==> config.mk <==
export PLATFORM = sky130hd
export DESIGN_NAME = link_connection_manager_fsm
export DESIGN_NICKNAME = d
export VERILOG_FILES = /design/src/rtl/lcm_pkg.sv /design/src/rtl/lcm_core.sv /design/src/rtl/link_connection_manager_fsm.sv
export SDC_FILE = /design/constraint.sdc
export NUM_CORES = 1
export LEC_CHECK = 0
export BUFFER_PORTS_ARGS = -buffer_cell sky130_fd_sc_hd__clkbuf_2
export CORE_ASPECT_RATIO = 2
export CORE_UTILIZATION = 35
export DETAILED_ROUTE_END_ITERATION = 8
export GPL_ROUTABILITY_DRIVEN = 0
export PLACE_DENSITY = 0.56
export SLEW_MARGIN = 20
export SYNTH_ARGS = -nofsm -noshare
export SYNTH_HDL_FRONTEND = slang
export SYNTH_SLANG_ARGS = --single-unit
==> constraint.sdc <==
create_clock -name clk -period 3.66 [get_ports clk]
set_input_delay 0.183 -clock clk [delete_from_list [all_inputs] [get_ports clk]]
set_output_delay 0.183 -clock clk [all_outputs]
set_load 0.02 [all_outputs]
==> src/rtl/lcm_pkg.sv <==
package lcm_pkg;

  localparam int EVENT_W = 5;
  localparam int STATE_W = 4;
  localparam int CMD_W   = 3;

  // Event codes; anything above EV_ERASE_DONE is ignored.
  localparam logic [EVENT_W-1:0] EV_HOST_READY  = 5'd0;
  localparam logic [EVENT_W-1:0] EV_RADIO_SYNC  = 5'd1;
  localparam logic [EVENT_W-1:0] EV_STOR_BOND   = 5'd2;
  localparam logic [EVENT_W-1:0] EV_STOR_NOBOND = 5'd3;
  localparam logic [EVENT_W-1:0] EV_KNOWN_FOUND = 5'd4;
  localparam logic [EVENT_W-1:0] EV_PAIR_FOUND  = 5'd5;
  localparam logic [EVENT_W-1:0] EV_CONN_OK     = 5'd6;
  localparam logic [EVENT_W-1:0] EV_CONN_FAIL   = 5'd7;
  localparam logic [EVENT_W-1:0] EV_HID_FAIL    = 5'd8;
  localparam logic [EVENT_W-1:0] EV_HID_READY   = 5'd9;
  localparam logic [EVENT_W-1:0] EV_DISCONNECT  = 5'd10;
  localparam logic [EVENT_W-1:0] EV_HOST_RESET  = 5'd11;
  localparam logic [EVENT_W-1:0] EV_BOND_BAD    = 5'd12;
  localparam logic [EVENT_W-1:0] EV_META_FAULT  = 5'd13;
  localparam logic [EVENT_W-1:0] EV_BTN_SHORT   = 5'd14;
  localparam logic [EVENT_W-1:0] EV_BTN_LONG    = 5'd15;
  localparam logic [EVENT_W-1:0] EV_ERASE_DONE  = 5'd16;

  // Connection state codes as seen on the result port.
  localparam logic [STATE_W-1:0] LS_BOOT       = 4'd0;
  localparam logic [STATE_W-1:0] LS_HOSTREADY  = 4'd1;
  localparam logic [STATE_W-1:0] LS_KNOWNSCAN  = 4'd2;
  localparam logic [STATE_W-1:0] LS_PAIRSCAN   = 4'd3;
  localparam logic [STATE_W-1:0] LS_CONNECTING = 4'd4;
  localparam logic [STATE_W-1:0] LS_RECONNECT  = 4'd5;
  localparam logic [STATE_W-1:0] LS_CONNECTED  = 4'd6;
  localparam logic [STATE_W-1:0] LS_RECOVERY   = 4'd7;
  localparam logic [STATE_W-1:0] LS_ERASING    = 4'd8;

  // Radio commands.
  localparam logic [CMD_W-1:0] CMD_NONE  = 3'd0;
  localparam logic [CMD_W-1:0] CMD_KNOWN = 3'd1;
  localparam logic [CMD_W-1:0] CMD_PAIR  = 3'd2;
  localparam logic [CMD_W-1:0] CMD_FAST  = 3'd3;
  localparam logic [CMD_W-1:0] CMD_STOP  = 3'd4;
  localparam logic [CMD_W-1:0] CMD_ERASE = 3'd5;

  // One event handed from the input register to the core.
  typedef struct packed {
    logic               fire;
    logic [EVENT_W-1:0] code;
  } lcm_step_t;

endpackage

==> src/rtl/lcm_core.sv <==
module lcm_core
  import lcm_pkg::*;
(
  input  logic               clk,
  input  logic               rst_n,
  input  lcm_step_t          step,
  output logic [STATE_W-1:0] current_state,
  output logic [CMD_W-1:0]   radio_command,
  output logic               release_keys,
  output logic               state_written
);

  typedef enum logic [STATE_W-1:0] {
    ST_BOOT       = LS_BOOT,
    ST_HOSTREADY  = LS_HOSTREADY,
    ST_KNOWNSCAN  = LS_KNOWNSCAN,
    ST_PAIRSCAN   = LS_PAIRSCAN,
    ST_CONNECTING = LS_CONNECTING,
    ST_RECONNECT  = LS_RECONNECT,
    ST_CONNECTED  = LS_CONNECTED,
    ST_RECOVERY   = LS_RECOVERY,
    ST_ERASING    = LS_ERASING
  } state_t;

  state_t           state_r, state_nxt;
  logic             host_r, host_nxt;
  logic             sync_r, sync_nxt;
  logic             stor_r, stor_nxt;
  logic             bond_r, bond_nxt;
  logic [CMD_W-1:0] cmd_r, cmd_nxt;
  logic             rel_r, rel_nxt;
  logic             wr_r, wr_nxt;
  logic             gate;

  always_comb begin
    state_nxt = state_r;
    host_nxt  = host_r;
    sync_nxt  = sync_r;
    stor_nxt  = stor_r;
    bond_nxt  = bond_r;
    cmd_nxt   = CMD_NONE;
    rel_nxt   = 1'b0;
    wr_nxt    = 1'b0;
    gate      = 1'b0;

    unique case (step.code)
      EV_HOST_READY: begin
        host_nxt = 1'b1;
        gate     = 1'b1;
      end
      EV_RADIO_SYNC: begin
        sync_nxt = 1'b1;
        gate     = 1'b1;
      end
      EV_STOR_BOND: begin
        stor_nxt = 1'b1;
        bond_nxt = 1'b1;
        gate     = 1'b1;
      end
      EV_STOR_NOBOND: begin
        stor_nxt = 1'b1;
        bond_nxt = 1'b0;
        gate     = 1'b1;
      end
      EV_KNOWN_FOUND, EV_PAIR_FOUND, EV_CONN_OK: begin
        state_nxt = ST_CONNECTING;
        wr_nxt    = 1'b1;
      end
      EV_CONN_FAIL, EV_HID_FAIL, EV_DISCONNECT, EV_BTN_SHORT: begin
        // short press is dropped while in recovery
        if (step.code != EV_BTN_SHORT || state_r != ST_RECOVERY) begin
          state_nxt = bond_r ? ST_RECONNECT : ST_PAIRSCAN;
          cmd_nxt   = bond_r ? CMD_FAST : CMD_PAIR;
          wr_nxt    = 1'b1;
          rel_nxt   = (step.code == EV_DISCONNECT);
        end
      end
      EV_HID_READY: begin
        state_nxt = ST_CONNECTED;
        wr_nxt    = 1'b1;
      end
      EV_HOST_RESET: begin
        sync_nxt  = 1'b0;
        state_nxt = ST_HOSTREADY;
        cmd_nxt   = CMD_STOP;
        rel_nxt   = 1'b1;
        wr_nxt    = 1'b1;
      end
      EV_BOND_BAD: begin
        state_nxt = ST_RECOVERY;
        cmd_nxt   = CMD_STOP;
        rel_nxt   = 1'b1;
        wr_nxt    = 1'b1;
      end
      EV_META_FAULT: begin
        state_nxt = bond_r ? ST_KNOWNSCAN : ST_PAIRSCAN;
        cmd_nxt   = bond_r ? CMD_KNOWN : CMD_PAIR;
        wr_nxt    = 1'b1;
      end
      EV_BTN_LONG: begin
        state_nxt = ST_ERASING;
        cmd_nxt   = CMD_ERASE;
        rel_nxt   = 1'b1;
        wr_nxt    = 1'b1;
      end
      EV_ERASE_DONE: begin
        bond_nxt  = 1'b0;
        stor_nxt  = 1'b1;
        state_nxt = ST_PAIRSCAN;
        cmd_nxt   = CMD_PAIR;
        wr_nxt    = 1'b1;
      end
      default: begin
      end
    endcase

    // Start-up gate: boot steps to hostready, then, once sync and storage are in, on to a scan in the same pass.
    if (gate && host_nxt) begin
      if (state_nxt == ST_BOOT) begin
        state_nxt = ST_HOSTREADY;
        wr_nxt    = 1'b1;
      end
      if (sync_nxt && stor_nxt && state_nxt == ST_HOSTREADY) begin
        state_nxt = bond_nxt ? ST_KNOWNSCAN : ST_PAIRSCAN;
        cmd_nxt   = bond_nxt ? CMD_KNOWN : CMD_PAIR;
        wr_nxt    = 1'b1;
      end
    end
  end

  always_ff @(posedge clk) begin
    if (!rst_n) begin
      state_r <= ST_BOOT;
      host_r  <= 1'b0;
      sync_r  <= 1'b0;
      stor_r  <= 1'b0;
      bond_r  <= 1'b0;
    end else if (step.fire) begin
      state_r <= state_nxt;
      host_r  <= host_nxt;
      sync_r  <= sync_nxt;
      stor_r  <= stor_nxt;
      bond_r  <= bond_nxt;
    end
    if (step.fire) begin
      cmd_r <= cmd_nxt;
      rel_r <= rel_nxt;
      wr_r  <= wr_nxt;
    end
  end

  assign current_state = state_r;
  assign radio_command = cmd_r;
  assign release_keys  = rel_r;
  assign state_written = wr_r;

endmodule

==> src/rtl/link_connection_manager_fsm.sv <==
// Link connection manager.
// Input channel: in_event_code with in_valid / in_stall. One event per
// transfer; codes above the bond-erase-complete event leave everything
// unchanged but still produce a result.
// Result channel: out_current_state, out_radio_command, out_release_keys and
// out_state_written with out_valid / out_stall; exactly one result per event,
// in order.
// Path: an accepted event moves from the input register into the result
// register, written with the state update, which raises out_valid.
// Throughput: one event per cycle while the result is not stalled; the single
// state update per cycle in the core sets that figure.
// A stalled result holds; the input register still takes one more event
// while the result waits, and in_stall rises once both stages are full.
// Reset (rst_n low, synchronous) returns the state to boot, clears the four
// flags and empties both stages.
module link_connection_manager_fsm
  import lcm_pkg::*;
(
  input  logic               clk,
  input  logic               rst_n,
  input  logic               in_valid,
  output logic               in_stall,
  input  logic [EVENT_W-1:0] in_event_code,
  output logic               out_valid,
  input  logic               out_stall,
  output logic [STATE_W-1:0] out_current_state,
  output logic [CMD_W-1:0]   out_radio_command,
  output logic               out_release_keys,
  output logic               out_state_written
);

  logic               in_vld_r;
  logic [EVENT_W-1:0] in_code_r;
  logic               out_vld_r;
  logic               advance;
  logic               take;
  lcm_step_t          step;

  assign advance  = !out_vld_r || !out_stall;
  assign in_stall = in_vld_r && !advance;
  assign take     = in_valid && !in_stall;

  assign step.fire = in_vld_r && advance;
  assign step.code = in_code_r;

  always_ff @(posedge clk) begin
    if (!rst_n) begin
      in_vld_r  <= 1'b0;
      out_vld_r <= 1'b0;
    end else begin
      if (take) begin
        in_vld_r <= 1'b1;
      end else if (step.fire) begin
        in_vld_r <= 1'b0;
      end
      if (step.fire) begin
        out_vld_r <= 1'b1;
      end else if (!out_stall) begin
        out_vld_r <= 1'b0;
      end
    end
    if (take) begin
      in_code_r <= in_event_code;
    end
  end

  lcm_core u_core (
    .clk           (clk),
    .rst_n         (rst_n),
    .step          (step),
    .current_state (out_current_state),
    .radio_command (out_radio_command),
    .release_keys  (out_release_keys),
    .state_written (out_state_written)
  );

  assign out_valid = out_vld_r;

endmodule

* Yosys cells after proc, flatten, opt, wreduce, memory -nomap -nowiden
Index checks and enable logic that the tools add are counted.
Widths: inputs -> output; s select.
** Word-level totals
- Input bits :: 9
- Output and inout bits :: 11
- Register bits :: 20
- Word-level logic and storage cells :: 86
** Operators by class
- Multiplexer cells :: 32
- Eq/ne operators :: 20
- Reductions and logical operators :: 23
** Operators with widths (count)
- $eq 5x4->1 const B :: 8
- $pmux 4 s8 :: 1
- $eq 5x3->1 const B :: 4
- $mux 4 :: 5
- $mux 1 :: 15
- $pmux 3 s5 :: 1
- $mux 3 :: 4
- $eq 5x2->1 const B :: 2
- $reduce_or 3->1 :: 3
- $reduce_or 9->1 :: 1
- $pmux 1 s2 :: 4
- $reduce_or 4->1 :: 2
- $logic_and 1x1->1 :: 6
- $eq 5x1->1 const B :: 1
- $eq 5x5->1 const B :: 1
- $logic_not 5->1 :: 1
- $ne 5x4->1 const B :: 1
- $eq 4x1->1 const B :: 1
- $logic_not 1->1 :: 4
- $logic_not 4->1 :: 1
- $mux 2 :: 2
- $ne 4x3->1 const B :: 1
- $reduce_or 2->1 :: 2
- $logic_or 1x1->1 :: 2
- 2 further kinds :: 2

* Longest topological paths before layout
Gate-level depths: netlist (run 1).
- Word-level depth :: 11
- Depth in mapped cells :: 7
- Mapped depth without buffers :: 5

* Hierarchy
From an unflattened synthesis (run 1), not the netlist that was laid out.
** Second synthesis, totals
- Cells, all modules :: 140
- Area total of the unflattened synthesis :: 1343.8 µm²
** Modules (own cells, without submodules)
- lcm_core :: cells an instance 127, area each 1109.8 µm², instances 1, sequential area each 310.3 µm²
- link_connection_manager_fsm :: cells an instance 13, area each 234.0 µm², instances 1, sequential area each 190.2 µm²

* Worst setup path after synthesis (run 1)
No wires, ideal clock.
- Path kind :: flip-flop to flip-flop
- Start :: register in_code_r[2]
- End :: register u_core.cmd_r[0], in the netlist u_core.radio_command[0] (data pin)
- Stages on the path, launching flop included :: 6
- Slack :: 1632 ps
- Setup time :: 261 ps
- Data required time :: 3399 ps
- Buffers on the path :: 0
- Data arrival time :: 1767 ps
- Clock period less this slack :: 2028 ps
- Cells stage by stage :: edfxtp_1 -> or4b_4 -> o21a_1 -> o221ai_4 -> nor4bb_4 -> a311o_1
** Between the ends
- Cells in the longest elaborated chain, start to end :: 11
- Elaborated cells on any way between the ends :: 44
- Those cells by class :: 18 x eq/ne; 14 x mux; 12 x reduce/logical
** Ends and longest elaborated chain
- start: declaration :: line link_connection_manager_fsm.sv:33 : logic [EVENT_W-1:0] in_code_r;
- start signal: assignment :: line link_connection_manager_fsm.sv:63 : in_code_r <= in_event_code;
- $ne 5x4->1 :: line lcm_core.sv:71 : if (step.code != EV_BTN_SHORT || state_r != ST_RECOVERY) begin
- $logic_or 1x1->1 :: line lcm_core.sv:71
- $mux 4 :: line lcm_core.sv:71
- $pmux 4 s8 :: line lcm_core.sv:46 : unique case (step.code)
- $logic_not 4->1 :: line lcm_core.sv:119 : if (state_nxt == ST_BOOT) begin
- $mux 4 :: line lcm_core.sv:119
- $mux 4 :: line lcm_core.sv:118 : if (gate && host_nxt) begin
- $eq 4x1->1 :: line lcm_core.sv:123 : if (sync_nxt && stor_nxt && state_nxt == ST_HOSTREADY) begin
- $logic_and 1x1->1 :: line lcm_core.sv:123
- $mux 3 :: line lcm_core.sv:123
- $mux 3 (*) :: line lcm_core.sv:118
- named net u_core.cmd_nxt[0] :: line lcm_core.sv:30 : logic [CMD_W-1:0] cmd_r, cmd_nxt;
- end signal: assignment :: line lcm_core.sv:146 : cmd_r <= cmd_nxt;
- end: declaration :: line lcm_core.sv:30
The timed path passes the listed nets; every way through them passes the cells marked *. The select of a mux whose other input is x is not followed.
A chain may end at the register's enable or synchronous reset.

* Final worst setup path (run 1)
- Start :: register in_code_r[4]
- End :: register u_core.cmd_r[1], in the netlist u_core.radio_command[1] (data pin)
The elaborated chain is that of the path after synthesis.

==> results.json, run 1 <==
{
  "worst_path_largest_cell_delay_ns": 0.81,
  "via_per_inst": 5.71,
  "grt_remaining_overflow": 0,
  "fraction_of_final_layout_cells_sized_beyond_drive_strength_1": 0.207,
  "cap_viol_max_count": 0,
  "crit_path_top_delay_cell": "sky130_fd_sc_hd__edfxtp_1",
  "status": "completed",
  "fin_ws_ns": 1.16,
  "drt-total-wl_um": 3360,
  "die_h_um": 87.9,
  "std_cell_rows": 30,
  "initialDrtViolationCount": 45,
  "final.setup.tns_ns": 0,
  "final_util": 0.420,
  "synth-edff-count": 10,
  "cts_max_path_buffers": 2,
  "io_buffers": 19,
  "worstSetupPathType": "flop to flop",
  "grt_max_degree": 24,
  "cts-htree-levels": 1,
  "cp.arrival_ns": 2.61,
  "critical_path.top_delay_family": "flip-flops",
  "syn-instance-count": 136,
  "final-hold-violation-count": 0,
  "layout_worst_path_cycle_share": 0.684,
  "first_global_vias": 1052,
  "syn_to_final_growth_pct": 12.4,
  "critical_path.endpoint_type": "flop",
  "critPathBufInv": 0,
  "synth.yosys.seq_area_share": 0.388,
  "comb_power_share": 0.161,
  "cts-buffers-inserted": 3,
  "drtAntennaViolNets": 0,
  "core-area_um2": 3450,
  "timing.critical_path.cells": "or3b_1, a21oi_1, o221ai_1, nor3b_2, mux2i_1",
  "pre_cts_ws_ns": 1.25,
  "synth_async_sr_flop_share": 0,
  "io_pins": 20,
  "cell_area_after_synthesis_um2": 1290,
  "worst_skew_pair.late_latency_ns": 0.26,
  "timing.hold.worst.class": "input port to flop",
  "clock-root-buffer": "sky130_fd_sc_hd__clkbuf_8",
  "via_count": 1130,
  "resize_count_post_cts": 0,
  "starting_density": 0.374,
  "finalSetupViolCount": 0,
  "rsz0062_at_grt": "false",
  "power.static_leakage_nw": 0.509,
  "clk_pwr_share": 0.300,
  "postCtsHoldBufs": 0,
  "num-nets-final": 160,
  "min_period_ns": 2.50,
  "hpwlAfterDp_um": 2500,
  "antenna_found_initial": 0,
  "achievable-frequency_ghz": 0.400,
  "syn_area_per_cell_um2": 9.49,
  "power_density_nw_per_um2": 343,
  "cp-start-kind": "flop",
  "swShare": 0.287,
  "power.share.sequential": 0.539,
  "yosysUniqueCellTypes": 50,
  "grt_pass1_wl_um": 5300,
  "slew_at_the_pin_closest_to_its_max_slew_limit_ns": 0.776,
  "timing.critical_path.fanout_max": 23,
  "fillCellCount": 365,
  "worst_clock_skew_ns": 0.00160,
  "postCtsSetupRepairBufs": 0,
  "crit_required_ns": 3.77,
  "die_x_um": 44.9,
  "detail_route.wl_per_cell_um": 17.0,
  "synthesized_netlist_net_count": 145,
  "timing_max_transition_violations_final": 0,
  "vdd.ir_drop.worst_v": 0.000222,
  "synth_seq_cells": 20,
  "grtUsageTotal": 0.188,
  "post-route-drc-count": 0,
  "dpl-instance-area_um2": 1410,
  "max_slew_headroom": 0.479,
  "fin_area_um2": 1450,
  "synth_top_flop_cell": "sky130_fd_sc_hd__edfxtp_1",
  "synth-warning-count": 0,
  "internal_pwr_total_w": 0.000355,
  "clk_transition_reported_paths_ns": 0.07,
  "insertedDiodeCount": 0,
  "netSwitchingPower_w": 0.000143,
  "floorplan.die_area_um2": 3950,
  "tritoncts_num_sinks": 20,
  "cts_tree": "built",
  "drt_pass1_iterations": 6
}
-- synth_stat cells, types with 3 or more instances --
cell | n | area (µm²)
sky130_fd_sc_hd__edfxtp_1 | 10 | 300
sky130_fd_sc_hd__o21ai_0 | 7 | 35.0
sky130_fd_sc_hd__dfxtp_1 | 10 | 200
sky130_fd_sc_hd__mux2i_1 | 4 | 40.0
sky130_fd_sc_hd__nor2_1 | 6 | 22.5
sky130_fd_sc_hd__buf_2 | 5 | 25.0
sky130_fd_sc_hd__inv_1 | 6 | 22.5
sky130_fd_sc_hd__clkbuf_1 | 3 | 11.3
sky130_fd_sc_hd__nor2b_1 | 8 | 50.1
sky130_fd_sc_hd__o21a_1 | 5 | 37.5
sky130_fd_sc_hd__nand2b_1 | 3 | 18.8
sky130_fd_sc_hd__nand2_1 | 8 | 30.0
sky130_fd_sc_hd__o221ai_1 | 3 | 26.3
sky130_fd_sc_hd__a21oi_1 | 15 | 75.1
-- power groups by stage --
stage          Combinational (W)  Clock (W)  Sequential [W]
2_1_floorplan          0.0000635          0        0.000265
3_3_place_gp           0.0000792          0        0.000272
3_5_place_dp           0.0000798          0        0.000272
4_1_cts                0.0000801   0.000152        0.000267
5_1_grt                0.0000875   0.000158        0.000270
6_report               0.0000802   0.000149        0.000268
-- per-layer routing --
layer | track usage | up-vias | part of all wire
met1 | 0.206 | 524 | 0.37
met4 | 0.118 | 0 | 0.042
met2 | 0.332 | 51 | 0.55
met3 | 0.0124 | 9 | 0.037
met5 | 0 | - | 0
li1 | - | 546 | -
-- layout by cell type, fill, tap and decap left out, types with 3 or more instances in the layout --
| cell | n |
|---|---|
| sky130_fd_sc_hd__clkbuf_2 | 19 |
| sky130_fd_sc_hd__a21oi_1 | 15 |
| sky130_fd_sc_hd__edfxtp_1 | 10 |
| sky130_fd_sc_hd__dfxtp_1 | 10 |
| sky130_fd_sc_hd__nor2b_1 | 8 |
| sky130_fd_sc_hd__nand2_1 | 8 |
| sky130_fd_sc_hd__o21ai_0 | 7 |
| sky130_fd_sc_hd__inv_1 | 6 |
| sky130_fd_sc_hd__nor2_1 | 6 |
| sky130_fd_sc_hd__o21a_1 | 5 |
| sky130_fd_sc_hd__mux2i_1 | 4 |
| sky130_fd_sc_hd__nand2b_1 | 3 |
| sky130_fd_sc_hd__o221ai_1 | 3 |
| sky130_fd_sc_hd__clkbuf_8 | 3 |
-- flip-flops by register name, indices dropped and copies added, names as in the netlist --
signal,count
u_core.sync_r,1
u_core.current_state,4
u_core.radio_command,3
u_core.stor_r,1
in_code_r,5
u_core.host_r,1
out_valid,1
in_vld_r,1
u_core.state_written,1
u_core.release_keys,1
u_core.bond_r,1
-- path summary, 6_finish.rpt --
path                                             start                           endpoint  slack, ns  cells after the start
worst min-delay path                  in_event_code[1]             in_code_r[1]$_DFFE_PP_       0.09                      1
worst max-delay path            in_code_r[4]$_DFFE_PP_  u_core.radio_command[1]$_DFFE_PP_       1.16                      5
worst min register to register   in_vld_r$_SDFFE_PN0P_             out_valid$_SDFFE_PN0P_       0.51                      2
worst max register to register  in_code_r[4]$_DFFE_PP_  u_core.radio_command[1]$_DFFE_PP_       1.16                      5
-- through the flow --
step                      cells  hold WS (ns)  power (W)
after floorplan             136         0.282   0.000329
after global placement      194         0.361   0.000351
after detailed placement    194         0.362   0.000352
after CTS                   198        0.0892   0.000499
after global routing        198        0.0849   0.000516
final                       198        0.0912   0.000498
-- cell type report --
cell class / count / area, µm² / area share
multi-input combinational: 101 / 727 / 0.501
sequential: 20 / 500 / 0.345
timing repair buffer: 19 / 95.1 / 0.0656
inverter: 6 / 22.5 / 0.0155
clock inverter: 1 / 3.75 / 0.00259
clock buffer: 3 / 41.3 / 0.0285
tap: 48 / 60.1 / 0.0414
-- logic make-up after synthesis --
logic type,share of synthesized area
AO/OA/AOI/OAI,0.306
AND/OR/NAND/NOR,0.220
multiplexers,0.0310
buffers and inverters,0.0485
XOR/XNOR,0.00679
flip-flops,0.388
(Power assumes the default switching activity.)
==> inputs of run 2 (changes only) <==
==> constraint.sdc (replaced) <==
create_clock -name clk -period 2.4 [get_ports clk]
set_input_delay 0.12 -clock clk [delete_from_list [all_inputs] [get_ports clk]]
set_output_delay 0.12 -clock clk [all_outputs]
set_load 0.02 [all_outputs]
==> results.json, run 2 (same netlist as run 1, synthesis figures left out) <==
{
  "area_of_the_multi_input_gates_um2": 739,
  "fraction_of_final_layout_cells_sized_beyond_drive_strength_1": 0.256,
  "cap_viol_max_count": 0,
  "status": "completed",
  "layout_worst_path_cycle_share": 0.934,
  "hpwlAfterDp_um": 2640,
  "cts-htree-levels": 1,
  "timing_max_transition_violations_final": 0,
  "power.static_leakage_nw": 0.559,
  "grt_remaining_overflow": 0,
  "clock-root-buffer": "sky130_fd_sc_hd__clkbuf_8",
  "via_per_inst": 5.63,
  "finalSetupViolCount": 0,
  "insertedDiodeCount": 0,
  "grt_max_degree": 15,
  "std_cell_rows": 30,
  "cts-buffers-inserted": 3,
  "final-hold-violation-count": 0,
  "tritoncts_num_sinks": 20,
  "rr_endpoint": "u_core.radio_command[0]$_DFFE_PP_",
  "post-route-drc-count": 0,
  "cp.arrival_ns": 2.25,
  "worstSetupPathType": "flop to flop",
  "fillCellCount": 372,
  "cts_max_path_buffers": 2,
  "layout.cells.most_common": "sky130_fd_sc_hd__clkbuf_2",
  "worst_skew_pair.late_latency_ns": 0.26,
  "drt-total-wl_um": 3330,
  "floorplan.die_area_um2": 3950,
  "worst_clock_skew_ns": 0.00168,
  "syn_to_final_growth_pct": 19.2,
  "vdd.ir_drop.worst_v": 0.000443,
  "worstHoldStart": "in_event_code[2]",
  "slew_at_the_pin_closest_to_its_max_slew_limit_ns": 0.526,
  "cp-start-kind": "flop",
  "first_global_vias": 1235,
  "drtAntennaViolNets": 0,
  "initialDrtViolationCount": 44,
  "core-area_um2": 3450,
  "timing.critical_path.fanout_max": 11,
  "largest_register_ff_count": 5,
  "final_util": 0.445,
  "startpoint": "in_code_r[2]$_DFFE_PP_",
  "grt_pass1_wl_um": 5450,
  "detail_route.wl_per_cell_um": 16.0,
  "holdPathStages": 1,
  "num-nets-final": 170,
  "reg_to_reg_slack_setup_ns": 0.16,
  "achievable-frequency_ghz": 0.446,
  "top_register_by_number_of_flip_flops": "in_code_r",
  "die_h_um": 87.9,
  "worst_path_largest_cell_delay_ns": 0.64,
  "timing.critical_path.cells": "or4b_4, o21a_1, o221ai_4, nor4bb_4, a311o_1",
  "via_count": 1171,
  "drt_pass1_iterations": 4,
  "grtUsageTotal": 0.189,
  "timing.hold.worst.class": "input port to flop",
  "starting_density": 0.374,
  "io_pins": 20,
  "whs_endpoint": "in_code_r[2]$_DFFE_PP_",
  "antenna_found_initial": 0,
  "reg2reg_from": "in_code_r[2]$_DFFE_PP_",
  "postCtsHoldBufs": 0,
  "rsz0062_at_grt": "false",
  "power_density_nw_per_um2": 502,
  "io_buffers": 19,
  "sequential_cell_area_um2": 500,
  "layout_common_cells": "19 x sky130_fd_sc_hd__clkbuf_2, 15 x sky130_fd_sc_hd__a21oi_1, 10 x sky130_fd_sc_hd__edfxtp_1, 10 x sky130_fd_sc_hd__dfxtp_1, 10 x sky130_fd_sc_hd__buf_4",
  "min_period_ns": 2.24,
  "die_x_um": 44.9,
  "crit_required_ns": 2.41,
  "holdWs_ns": 0.0346,
  "final.setup.tns_ns": 0,
  "crit_path_top_delay_cell": "sky130_fd_sc_hd__or4b_4",
  "clk_transition_reported_paths_ns": 0.07,
  "critical_path.endpoint_type": "flop",
  "cts_tree": "built",
  "max_slew_headroom": 0.649,
  "worst_r2r_path_depth": 5
}
-- run 2: cell count changes in the layout (fill, tap and decap cells not counted) --
cell and delta:
sky130_fd_sc_hd__a2111oi_2 -1, sky130_fd_sc_hd__a2111oi_4 +1, sky130_fd_sc_hd__buf_4 +10
-- run 2: critical path: cells and delay by family (launching register included) --
kind | cells | cell delay, ns
and+or+nand+nor | 2 | 0.72
DFF | 1 | 0.55
AOI/OAI and AO/OA | 3 | 0.73
-- run 2: metrics by stage --
| step | setup slack [ns] | area, µm² | std cells | total power (W) |
|---|---|---|---|---|
| 3_5_place_dp | 0.142 | 1480 | 204 | 0.000552 |
| 5_1_grt | 0.0867 | 1540 | 208 | 0.000804 |
| 6_report | 0.158 | 1540 | 208 | 0.000772 |
| 2_1_floorplan | 0.372 | 1290 | 136 | 0.000501 |
| 4_1_cts | 0.114 | 1530 | 208 | 0.000778 |
| 3_3_place_gp | 0.226 | 1480 | 204 | 0.000550 |
-- run 2: where the power goes --
part	internal, W	switching, W	total [W]
clock	0.000114	0.000109	0.000223
combinational	0.0000632	0.0000903	0.000154
sequential	0.000376	0.0000197	0.000396
-- run 2: layout make-up --
class / instances / share of cell area
clock buffer: 3 / 0.0269
tap: 48 / 0.0391
sequential: 20 / 0.325
multi-input combinational: 101 / 0.481
inverter: 6 / 0.0146
timing repair buffer: 29 / 0.111
clock inverter: 1 / 0.00244
-- run 2: what timing repair did --
action,in CTS,in global routing
gates resized for setup,0,1
endpoints found under the setup margin,0,2
buffers inserted,0,0
-- run 2: worst max-delay path by stage --
stage / depth (start not counted) / slack (ns) / end
2_1_floorplan: 5 / 0.37 / u_core.radio_command[0]$_DFFE_PP_
3_3_place_gp: 5 / 0.23 / u_core.radio_command[0]$_DFFE_PP_
3_5_place_dp: 5 / 0.14 / u_core.radio_command[1]$_DFFE_PP_
4_1_cts: 5 / 0.11 / u_core.radio_command[1]$_DFFE_PP_
5_1_grt: 5 / 0.09 / u_core.radio_command[0]$_DFFE_PP_
6_report: 5 / 0.16 / u_core.radio_command[0]$_DFFE_PP_
-- run 2: routing by layer --
layer | part of all wire | routed length (µm) | vias to the layer above | global-route usage
li1 | - | - | 563 | -
met1 | 0.37 | 1220 | 536 | 0.193
met2 | 0.51 | 1710 | 51 | 0.324
met3 | 0.040 | 134 | 21 | 0.0247
met4 | 0.078 | 259 | 0 | 0.152
met5 | 0 | 0 | - | 0
